`config.mk`:
```
export PLATFORM = sky130hd
export DESIGN_NAME = bitset_bank_engine
export DESIGN_NICKNAME = d
export VERILOG_FILES = /design/src/rtl/core/bbe_pkg.sv /design/src/rtl/core/bbe_store.sv /design/src/rtl/core/bbe_seq.sv /design/src/rtl/core/bitset_bank_engine.sv
export SDC_FILE = /design/constraint.sdc
export NUM_CORES = 2
export LEC_CHECK = 0
export ABC_AREA = 1
export BUFFER_PORTS_ARGS = -buffer_cell sky130_fd_sc_hd__buf_2
export CORE_ASPECT_RATIO = 1.75
export CORE_MARGIN = 1.5
export CORE_UTILIZATION = 50
export CTS_CLUSTER_SIZE = 40
export DETAILED_ROUTE_END_ITERATION = 7
export PLACE_DENSITY = 0.65
export SLEW_MARGIN = 20
export SYNTH_ARGS = -nofsm -noshare
export SYNTH_HDL_FRONTEND = slang
export SYNTH_SLANG_ARGS = --single-unit
```
`constraint.sdc`:
```
create_clock -name clock -period 11.1 [get_ports clock]
set_clock_uncertainty 0.1 [all_clocks]
set_input_delay 2.22 -clock clock [delete_from_list [all_inputs] [get_ports clock]]
set_output_delay 2.22 -clock clock [all_outputs]
set_load 0.005 [all_outputs]
```
`src/rtl/core/bbe_pkg.sv`:
```
// Package with shared constants, command codes and types of the bitset bank engine.
package bbe_pkg;

   localparam int NUM_SETS_DEFAULT  = 8;
   localparam int SET_BYTES_DEFAULT = 32;

   localparam logic [5:0] BYTES_IN_USE_RESET = 6'd32;
   localparam logic [7:0] BYTE_MASK          = 8'hff;
   localparam logic [2:0] BIT_MASK           = 3'd7;

   typedef enum logic [3:0] {
      CMD_CLEAR  = 4'd0,
      CMD_INSERT = 4'd1,
      CMD_REMOVE = 4'd2,
      CMD_TEST   = 4'd3,
      CMD_UNION  = 4'd4,
      CMD_DIFF   = 4'd5,
      CMD_EMPTY  = 4'd6,
      CMD_EQUAL  = 4'd7,
      CMD_SUBSET = 4'd8,
      CMD_COUNT  = 4'd9
   } cmd_type;

   typedef enum logic [1:0] {
      ST_IDLE  = 2'd0,
      ST_SWEEP = 2'd1,
      ST_TAIL  = 2'd2,
      ST_DONE  = 2'd3
   } state_type;

   typedef struct packed {
      logic [3:0] command;
      logic [2:0] target_set;
      logic [2:0] first_set;
      logic [2:0] second_set;
      logic [7:0] element;
   } req_type;

   typedef struct packed {
      logic       status;
      logic [8:0] member_count;
      logic       answer_flag;
   } rsp_type;

endpackage

```
`src/rtl/core/bbe_store.sv`:
```
// Byte-wide set storage with two registered read ports and one write port.
module bbe_store #(
   parameter int DEPTH  = bbe_pkg::NUM_SETS_DEFAULT * bbe_pkg::SET_BYTES_DEFAULT,
   parameter int ADDR_W = $clog2(DEPTH)
) (
   input  logic              clock,
   input  logic [ADDR_W-1:0] rd_a_addr,
   input  logic [ADDR_W-1:0] rd_b_addr,
   output logic [7:0]        rd_a_data,
   output logic [7:0]        rd_b_data,
   input  logic              wr_en,
   input  logic [ADDR_W-1:0] wr_addr,
   input  logic [7:0]        wr_data
);

   logic [7:0] mem [DEPTH];
   logic [7:0] rd_a_ff;
   logic [7:0] rd_b_ff;

   always_ff @(posedge clock) begin
      if (wr_en) begin
         mem[wr_addr] <= wr_data;
      end
      rd_a_ff <= mem[rd_a_addr];
      rd_b_ff <= mem[rd_b_addr];
   end

   assign rd_a_data = rd_a_ff;
   assign rd_b_data = rd_b_ff;

endmodule

```
`src/rtl/core/bbe_seq.sv`:
```
// Command sequencer that sweeps set bytes through the store and forms each result.
module bbe_seq #(
   parameter int NUM_SETS  = bbe_pkg::NUM_SETS_DEFAULT,
   parameter int SET_BYTES = bbe_pkg::SET_BYTES_DEFAULT,
   parameter int ADDR_W    = $clog2(NUM_SETS * SET_BYTES),
   parameter int CNT_W     = $clog2(SET_BYTES + 1)
) (
   input  logic              clock,
   input  logic              reset,
   input  logic [CNT_W-1:0]  active_bytes,
   input  logic              req_valid,
   output logic              req_ready,
   input  bbe_pkg::req_type  req,
   output logic              rsp_valid,
   input  logic              rsp_ready,
   output bbe_pkg::rsp_type  rsp,
   output logic [ADDR_W-1:0] rd_a_addr,
   output logic [ADDR_W-1:0] rd_b_addr,
   input  logic [7:0]        rd_a_data,
   input  logic [7:0]        rd_b_data,
   output logic              wr_en,
   output logic [ADDR_W-1:0] wr_addr,
   output logic [7:0]        wr_data
);

   localparam int SEL_W   = $clog2(NUM_SETS);
   localparam int BYTE_W  = (SET_BYTES > 1) ? $clog2(SET_BYTES) : 1;
   localparam int RANGE_W = (CNT_W + 3 > 9) ? CNT_W + 3 : 9;

   function automatic logic [SEL_W-1:0] set_index(input logic [2:0] sel);
      logic [6:0] v;
      v = {4'd0, sel};
      for (int i = 0; i < 4; i++) begin
         if (v >= 7'(NUM_SETS)) begin
            v = v - 7'(NUM_SETS);
         end
      end
      return SEL_W'(v);
   endfunction

   function automatic logic [ADDR_W-1:0] set_base(input logic [2:0] sel);
      return ADDR_W'(set_index(sel)) * ADDR_W'(SET_BYTES);
   endfunction

   bbe_pkg::state_type state_ff, state_in;
   bbe_pkg::cmd_type   cmd_ff, cmd_in;
   logic [ADDR_W-1:0]  base_a_ff, base_a_in;
   logic [ADDR_W-1:0]  base_b_ff, base_b_in;
   logic [ADDR_W-1:0]  base_t_ff, base_t_in;
   logic [BYTE_W-1:0]  idx_ff, idx_in;
   logic [CNT_W-1:0]   left_ff, left_in;
   logic [7:0]         bit_ff, bit_in;
   logic               p1_valid_ff, p1_valid_in;
   logic [BYTE_W-1:0]  p1_idx_ff, p1_idx_in;
   logic               flag_ff, flag_in;
   logic [8:0]         count_ff, count_in;
   logic               status_ff, status_in;
   logic               rsp_valid_ff, rsp_valid_in;
   bbe_pkg::rsp_type   rsp_ff, rsp_in;

   bbe_pkg::cmd_type   req_cmd;
   logic               single;
   logic               known;
   logic               out_of_range;
   logic [RANGE_W-1:0] elem_limit;

   assign req_cmd    = bbe_pkg::cmd_type'(req.command);
   assign elem_limit = RANGE_W'({active_bytes, 3'b000});
   assign out_of_range = RANGE_W'(req.element) >= elem_limit;

   always_comb begin
      single = 1'b0;
      known  = 1'b1;
      case (req_cmd)
         bbe_pkg::CMD_INSERT, bbe_pkg::CMD_REMOVE, bbe_pkg::CMD_TEST: single = 1'b1;
         bbe_pkg::CMD_CLEAR, bbe_pkg::CMD_UNION, bbe_pkg::CMD_DIFF,
         bbe_pkg::CMD_EMPTY, bbe_pkg::CMD_EQUAL, bbe_pkg::CMD_SUBSET,
         bbe_pkg::CMD_COUNT: single = 1'b0;
         default: known = 1'b0;
      endcase
   end

   always_ff @(posedge clock) begin
      if (reset) begin
         state_ff     <= bbe_pkg::ST_IDLE;
         p1_valid_ff  <= 1'b0;
         rsp_valid_ff <= 1'b0;
      end else begin
         state_ff     <= state_in;
         p1_valid_ff  <= p1_valid_in;
         rsp_valid_ff <= rsp_valid_in;
      end
   end

   always_ff @(posedge clock) begin
      cmd_ff    <= cmd_in;
      base_a_ff <= base_a_in;
      base_b_ff <= base_b_in;
      base_t_ff <= base_t_in;
      idx_ff    <= idx_in;
      left_ff   <= left_in;
      bit_ff    <= bit_in;
      p1_idx_ff <= p1_idx_in;
      flag_ff   <= flag_in;
      count_ff  <= count_in;
      status_ff <= status_in;
      rsp_ff    <= rsp_in;
   end

   always_comb begin
      state_in     = state_ff;
      cmd_in       = cmd_ff;
      base_a_in    = base_a_ff;
      base_b_in    = base_b_ff;
      base_t_in    = base_t_ff;
      idx_in       = idx_ff;
      left_in      = left_ff;
      bit_in       = bit_ff;
      p1_valid_in  = 1'b0;
      p1_idx_in    = idx_ff;
      flag_in      = flag_ff;
      count_in     = count_ff;
      status_in    = status_ff;
      rsp_valid_in = rsp_valid_ff & ~rsp_ready;
      rsp_in       = rsp_ff;
      req_ready    = 1'b0;

      wr_en   = 1'b0;
      wr_addr = base_t_ff + ADDR_W'(p1_idx_ff);
      wr_data = 8'd0;

      if (p1_valid_ff) begin
         case (cmd_ff)
            bbe_pkg::CMD_CLEAR: begin
               wr_en   = 1'b1;
               wr_data = 8'd0;
            end
            bbe_pkg::CMD_INSERT: begin
               wr_en   = 1'b1;
               wr_data = rd_a_data | bit_ff;
            end
            bbe_pkg::CMD_REMOVE: begin
               wr_en   = 1'b1;
               wr_data = rd_a_data & (bbe_pkg::BYTE_MASK ^ bit_ff);
            end
            bbe_pkg::CMD_TEST:   flag_in = |(rd_a_data & bit_ff);
            bbe_pkg::CMD_UNION: begin
               wr_en   = 1'b1;
               wr_data = rd_a_data | rd_b_data;
            end
            bbe_pkg::CMD_DIFF: begin
               wr_en   = 1'b1;
               wr_data = rd_a_data & (bbe_pkg::BYTE_MASK ^ rd_b_data);
            end
            bbe_pkg::CMD_EMPTY:  flag_in = flag_ff & (rd_a_data == 8'd0);
            bbe_pkg::CMD_EQUAL:  flag_in = flag_ff & (rd_a_data == rd_b_data);
            bbe_pkg::CMD_SUBSET: flag_in = flag_ff & ((rd_a_data | rd_b_data) == rd_b_data);
            bbe_pkg::CMD_COUNT:  count_in = count_ff + 9'($countones(rd_a_data));
            default: ;
         endcase
      end

      case (state_ff)
         bbe_pkg::ST_IDLE: begin
            req_ready = 1'b1;
            if (req_valid) begin
               cmd_in    = req_cmd;
               base_a_in = (req_cmd == bbe_pkg::CMD_UNION || req_cmd == bbe_pkg::CMD_DIFF ||
                            req_cmd == bbe_pkg::CMD_EQUAL || req_cmd == bbe_pkg::CMD_SUBSET)
                           ? set_base(req.first_set) : set_base(req.target_set);
               base_b_in = set_base(req.second_set);
               base_t_in = set_base(req.target_set);
               idx_in    = single ? BYTE_W'(req.element >> 3) : BYTE_W'(0);
               left_in   = single ? CNT_W'(1) : active_bytes;
               bit_in    = 8'd1 << (req.element[2:0] & bbe_pkg::BIT_MASK);
               flag_in   = (req_cmd == bbe_pkg::CMD_EMPTY || req_cmd == bbe_pkg::CMD_EQUAL ||
                            req_cmd == bbe_pkg::CMD_SUBSET);
               count_in  = 9'd0;
               status_in = single & out_of_range;
               if (!known || (single && out_of_range)) begin
                  state_in = bbe_pkg::ST_DONE;
               end else begin
                  state_in = bbe_pkg::ST_SWEEP;
               end
            end
         end
         bbe_pkg::ST_SWEEP: begin
            p1_valid_in = 1'b1;
            idx_in      = idx_ff + BYTE_W'(1);
            left_in     = left_ff - CNT_W'(1);
            if (left_ff == CNT_W'(1)) begin
               state_in = bbe_pkg::ST_TAIL;
            end
         end
         bbe_pkg::ST_TAIL: begin
            state_in = bbe_pkg::ST_DONE;
         end
         bbe_pkg::ST_DONE: begin
            if (!rsp_valid_ff || rsp_ready) begin
               rsp_valid_in        = 1'b1;
               rsp_in.answer_flag  = flag_ff;
               rsp_in.member_count = count_ff;
               rsp_in.status       = status_ff;
               state_in            = bbe_pkg::ST_IDLE;
            end
         end
         default: state_in = bbe_pkg::ST_IDLE;
      endcase
   end

   assign rd_a_addr = base_a_ff + ADDR_W'(idx_ff);
   assign rd_b_addr = base_b_ff + ADDR_W'(idx_ff);
   assign rsp_valid = rsp_valid_ff;
   assign rsp       = rsp_ff;

endmodule

```
`src/rtl/core/bitset_bank_engine.sv`:
```
// Top level of the bitset bank engine with the size register and stream ports.
// Each request transfer carries one command on a bank of NUM_SETS bitsets of SET_BYTES bytes,
// of which the first bytes_in_use bytes (at least one, at most SET_BYTES) are in use; every
// command returns exactly one response transfer. Commands run one at a time through a
// byte-wide store with two read ports and one write port, one byte per cycle: clear, union,
// diff, empty, equal, subset and count sweep all bytes in use, insert, remove and test only
// the byte that holds the element, and an out-of-range element or an unknown command sweeps
// no byte. The next request is taken only after the response is loaded. A new request is
// taken while an earlier response still waits in the output register; the new response then
// waits until that one is taken. Sets are not cleared at reset; a set must be cleared before
// it is read.
module bitset_bank_engine #(
   parameter int NUM_SETS  = bbe_pkg::NUM_SETS_DEFAULT,
   parameter int SET_BYTES = bbe_pkg::SET_BYTES_DEFAULT
) (
   input  logic        clock,
   input  logic        reset,
   input  logic        csr_wr_en,
   input  logic [5:0]  csr_wr_data,
   input  logic        req_tvalid,
   output logic        req_tready,
   // command[3:0], target_set[6:4], first_set[9:7], second_set[12:10], element[20:13], zeros
   input  logic [23:0] req_tdata,
   output logic        rsp_tvalid,
   input  logic        rsp_tready,
   // answer_flag[0], member_count[9:1], status[10], zeros
   output logic [15:0] rsp_tdata
);

   localparam int DEPTH  = NUM_SETS * SET_BYTES;
   localparam int ADDR_W = $clog2(DEPTH);
   localparam int CNT_W  = $clog2(SET_BYTES + 1);

   logic [5:0]        bytes_in_use_ff;
   logic [CNT_W-1:0]  active_bytes;
   bbe_pkg::req_type  req;
   bbe_pkg::rsp_type  rsp;
   logic [ADDR_W-1:0] rd_a_addr;
   logic [ADDR_W-1:0] rd_b_addr;
   logic [7:0]        rd_a_data;
   logic [7:0]        rd_b_data;
   logic              wr_en;
   logic [ADDR_W-1:0] wr_addr;
   logic [7:0]        wr_data;

   always_ff @(posedge clock) begin
      if (reset) begin
         bytes_in_use_ff <= bbe_pkg::BYTES_IN_USE_RESET;
      end else if (csr_wr_en) begin
         bytes_in_use_ff <= csr_wr_data;
      end
   end

   always_comb begin
      if (bytes_in_use_ff == 6'd0) begin
         active_bytes = CNT_W'(1);
      end else if (10'(bytes_in_use_ff) > 10'(SET_BYTES)) begin
         active_bytes = CNT_W'(SET_BYTES);
      end else begin
         active_bytes = CNT_W'(bytes_in_use_ff);
      end
   end

   assign req.command    = req_tdata[3:0];
   assign req.target_set = req_tdata[6:4];
   assign req.first_set  = req_tdata[9:7];
   assign req.second_set = req_tdata[12:10];
   assign req.element    = req_tdata[20:13];

   assign rsp_tdata = {5'd0, rsp.status, rsp.member_count, rsp.answer_flag};

   bbe_seq #(
      .NUM_SETS  (NUM_SETS),
      .SET_BYTES (SET_BYTES),
      .ADDR_W    (ADDR_W),
      .CNT_W     (CNT_W)
   ) u_seq (
      .clock        (clock),
      .reset        (reset),
      .active_bytes (active_bytes),
      .req_valid    (req_tvalid),
      .req_ready    (req_tready),
      .req          (req),
      .rsp_valid    (rsp_tvalid),
      .rsp_ready    (rsp_tready),
      .rsp          (rsp),
      .rd_a_addr    (rd_a_addr),
      .rd_b_addr    (rd_b_addr),
      .rd_a_data    (rd_a_data),
      .rd_b_data    (rd_b_data),
      .wr_en        (wr_en),
      .wr_addr      (wr_addr),
      .wr_data      (wr_data)
   );

   bbe_store #(
      .DEPTH  (DEPTH),
      .ADDR_W (ADDR_W)
   ) u_store (
      .clock     (clock),
      .rd_a_addr (rd_a_addr),
      .rd_b_addr (rd_b_addr),
      .rd_a_data (rd_a_data),
      .rd_b_data (rd_b_data),
      .wr_en     (wr_en),
      .wr_addr   (wr_addr),
      .wr_data   (wr_data)
   );

endmodule

```
==> flow_summary.json <==
{
  "synth_compound_area_share_pct": 3.68,
  "cts_buffers": 190,
  "clkSlewWorstSetupHoldPaths_ns": 0.07,
  "synth_top_cell_by_area": "edfxtp_1",
  "yosysWarnings": 0,
  "fp-row-count": 207,
  "ys_ff_latch": 2133,
  "portBuffers": 44,
  "grtUsageTotal_pct": 26.0,
  "initial_core_util_pct": 50.2,
  "avgRoutedWirePerCell_um": 22.4,
  "dr.pass1.iters": 8,
  "reg2reg_depth": 16,
  "power.density_mw_per_mm2": 245,
  "htreeDepth": 4,
  "leakagePower_nw": 36.4,
  "crit_buf_inv": 4,
  "worst_pin_slew_ns": 1.17,
  "antenna_found_initial": 6,
  "cts_buffer_depth": 4,
  "synth_cells": 8486,
  "clock_sinks": 2133,
  "wl_mm": 244,
  "synth_top_flop_cell": "edfxtp_1",
  "synth_mux_area_share_pct": 0.0371,
  "hpwl_mm": 141,
  "status": "finished clean",
  "hold_path.class": "reg -> reg",
  "placed_cell_area_sq_mm": 0.0925,
  "clock.fmax_ghz": 0.184,
  "synth_commonest_cells": "nand2_1 (2607), edfxtp_1 (2092), nor2_1 (1255)",
  "startpoint": "u_seq.idx_ff[0]",
  "die_y_um": 567,
  "route.vias.total": 59800,
  "ir_drop_v": 0.000306,
  "synth_top_family_by_area": "simple AND/OR/NAND/NOR gates",
  "path_max_fanout": 175,
  "synthTopCellsByArea": "edfxtp_1 (69%), nand2_1 (11%), nor2_1 (5.2%), nand3_1 (4.3%), o21ai_0 (2.3%)",
  "grt_pass1_wl_mm": 362,
  "synth_xor_area_share_pct": 0.0674,
  "ant_nets": 0,
  "final_nets": 8387,
  "placed_cells": 10500,
  "synth_edf_count": 2092,
  "gp_congestion": 0.874,
  "fin_crit_sh_pct": 48.9,
  "syn_area_per_cell_sq_um": 10.7,
  "worstPathRequired_ns": 11.75,
  "ioPinCount": 53,
  "grt_max_degree": 202,
  "max_slew_margin_pct": 22.3,
  "hold_path_depth": 0,
  "cp.arrival_ns": 6.08,
  "r2r_start": "u_seq.idx_ff[0]",
  "crit_path_start_kind": "register",
  "final-setup-viol-count": 0,
  "p_total_mw": 24.1,
  "fin_area_sq_mm": 0.0984,
  "worstSetupEndpointType": "register",
  "seq_area_frac_synth_pct": 70.0,
  "rsz0062_at_grt": "no",
  "die_area_sq_mm": 0.185,
  "holdWs_ns": 0.343,
  "ys_types": 45,
  "reg2reg_slack_ns": 5.67,
  "path_class": "reg -> reg",
  "cpPeakStageDelay_ns": 0.88,
  "clk_latency_ns": 0.85,
  "coreArea_sq_mm": 0.181,
  "drc_errors": 0,
  "post_cts_buffers": 0,
  "ctsHoldBuffers": 0,
  "dr.first_iter.drc_count": 6614,
  "cts_tree": "yes",
  "cts-resized-gates": 0,
  "synth_most_common_cell": "nand2_1",
  "syn-cell-area_sq_mm": 0.0910,
  "grt_pass1_vias": 57900,
  "synthSimpleGateAreaFrac_pct": 21.1,
  "synth_top_area_share_pct": 69.0,
  "overflow": 0,
  "cp_slowest_cell": "buf_4",
  "path_cells": "buf_4 -> buf_12 -> buf_4 -> buf_4 -> nor2_1 -> nor2_1 -> o21ai_0 -> nand3_1 -> nand3_1 -> nand2_1 -> nand2_1 -> nand2_1 -> nand3_1 -> nand2_1 -> nand2_1 -> nand2_1",
  "async_reset_ff_share_pct": 0,
  "synthAdderAreaFrac_pct": 0.462,
  "drive_above_1_share_pct": 5.99,
  "drv_cap": 0,
  "cpMostUsedCell": "nand2_1",
  "clockRootBuffer": "clkbuf_16",
  "vias_per_cell": 5.50,
  "instances_no_fill": 10900,
  "maxSlewViolCount": 0,
  "area_delta_synth_final_pct": 8.18,
  "crit_end": "u_store.rd_b_data[7]",
  "tns_ns": 0,
  "reg2reg_to": "u_store.rd_b_data[7]",
  "hold_viol": 0,
  "fp.dieW_um": 325,
  "period_needed_ns": 5.43,
  "path_depth": 16,
  "cpLargestDelayFamily": "buffers and inverters"
}
==> cell families after synthesis <==
group | count (synthesis)
AO/OA/AOI/OAI | 651
XOR/XNOR | 7
adder cells (fa/ha/maj) | 30
buffers and inverters | 903
flip-flops | 2133
multiplexers | 3
other | 1
AND/OR/NAND/NOR | 4758
==> state kept, by name (all words and copies together) (netlist names), 4 cells and up <==
signal             count
u_seq.rsp             11
u_seq.count_ff         9
bytes_in_use_ff        6
u_store.rd_a_data      8
u_seq.left_ff          6
u_store.mem         2048
u_store.rd_b_data      8
u_seq.cmd_ff           4
u_seq.p1_idx_ff        5
u_seq.idx_ff           5
u_seq.bit_ff           8
==> area by class of cell <==
class,count,area (sq um)
Timing Repair Buffer,129,1020
Clock inverter,101,903
Tap cell,2403,3010
Fill cell,15300,82900
Multi-Input combinational cell,5454,23200
Inverter,414,1600
Antenna cell,1,2.50
Clock buffer,234,5000
Sequential cell,2133,63600
==> stage by stage <==
stage / setup WS [ns] / utilization, %
after floorplan: 1.22 / -
after global placement: 5.85 / 51.0
after detailed placement: 5.80 / 51.0
after CTS: 5.78 / 54.3
after global routing: 5.41 / 54.3
final: 5.67 / 54.3
==> how the worst min path moves through the flow <==
stage / start / to / slack [ns]
after global routing: u_seq.status_ff / u_seq.rsp[10] / 0.35
final: u_seq.status_ff / u_seq.rsp[10] / 0.34
after CTS: u_seq.status_ff / u_seq.rsp[10] / 0.35
after global placement: u_seq.status_ff / u_seq.rsp[10] / 0.31
after detailed placement: u_seq.status_ff / u_seq.rsp[10] / 0.32
after floorplan: u_seq.idx_ff[2] / u_seq.p1_idx_ff[2] / 0.24
==> layer usage <==
metal / up-vias / wire [um] / track usage [%]
li1: 28100 / - / -
met3: 522 / 15500 / 3.04
met4: 0 / 15500 / 14.8
met2: 2205 / 122000 / 45.1
met1: 28900 / 90900 / 31.5
met5: - / 0 / 0
==> placed cells by master (no fill, tap or decap), drive strengths merged, types with 24 or more instances in the layout <==
cell       n
a21oi    163
buf      129
clkbuf   234
clkinv    78
dfxtp     41
edfxtp  2092
ha        24
inv      412
nand2   2614
nand3    790
nor2    1279
o21ai    458
or2       48
==> report_power, final <==
part           leakage [nW]  switching [mW]  internal (mW)
clock                  2.87            2.89           3.57
combinational          15.1            6.42           2.16
sequential             18.4           0.120           8.96
(Power assumes the default switching activity.)
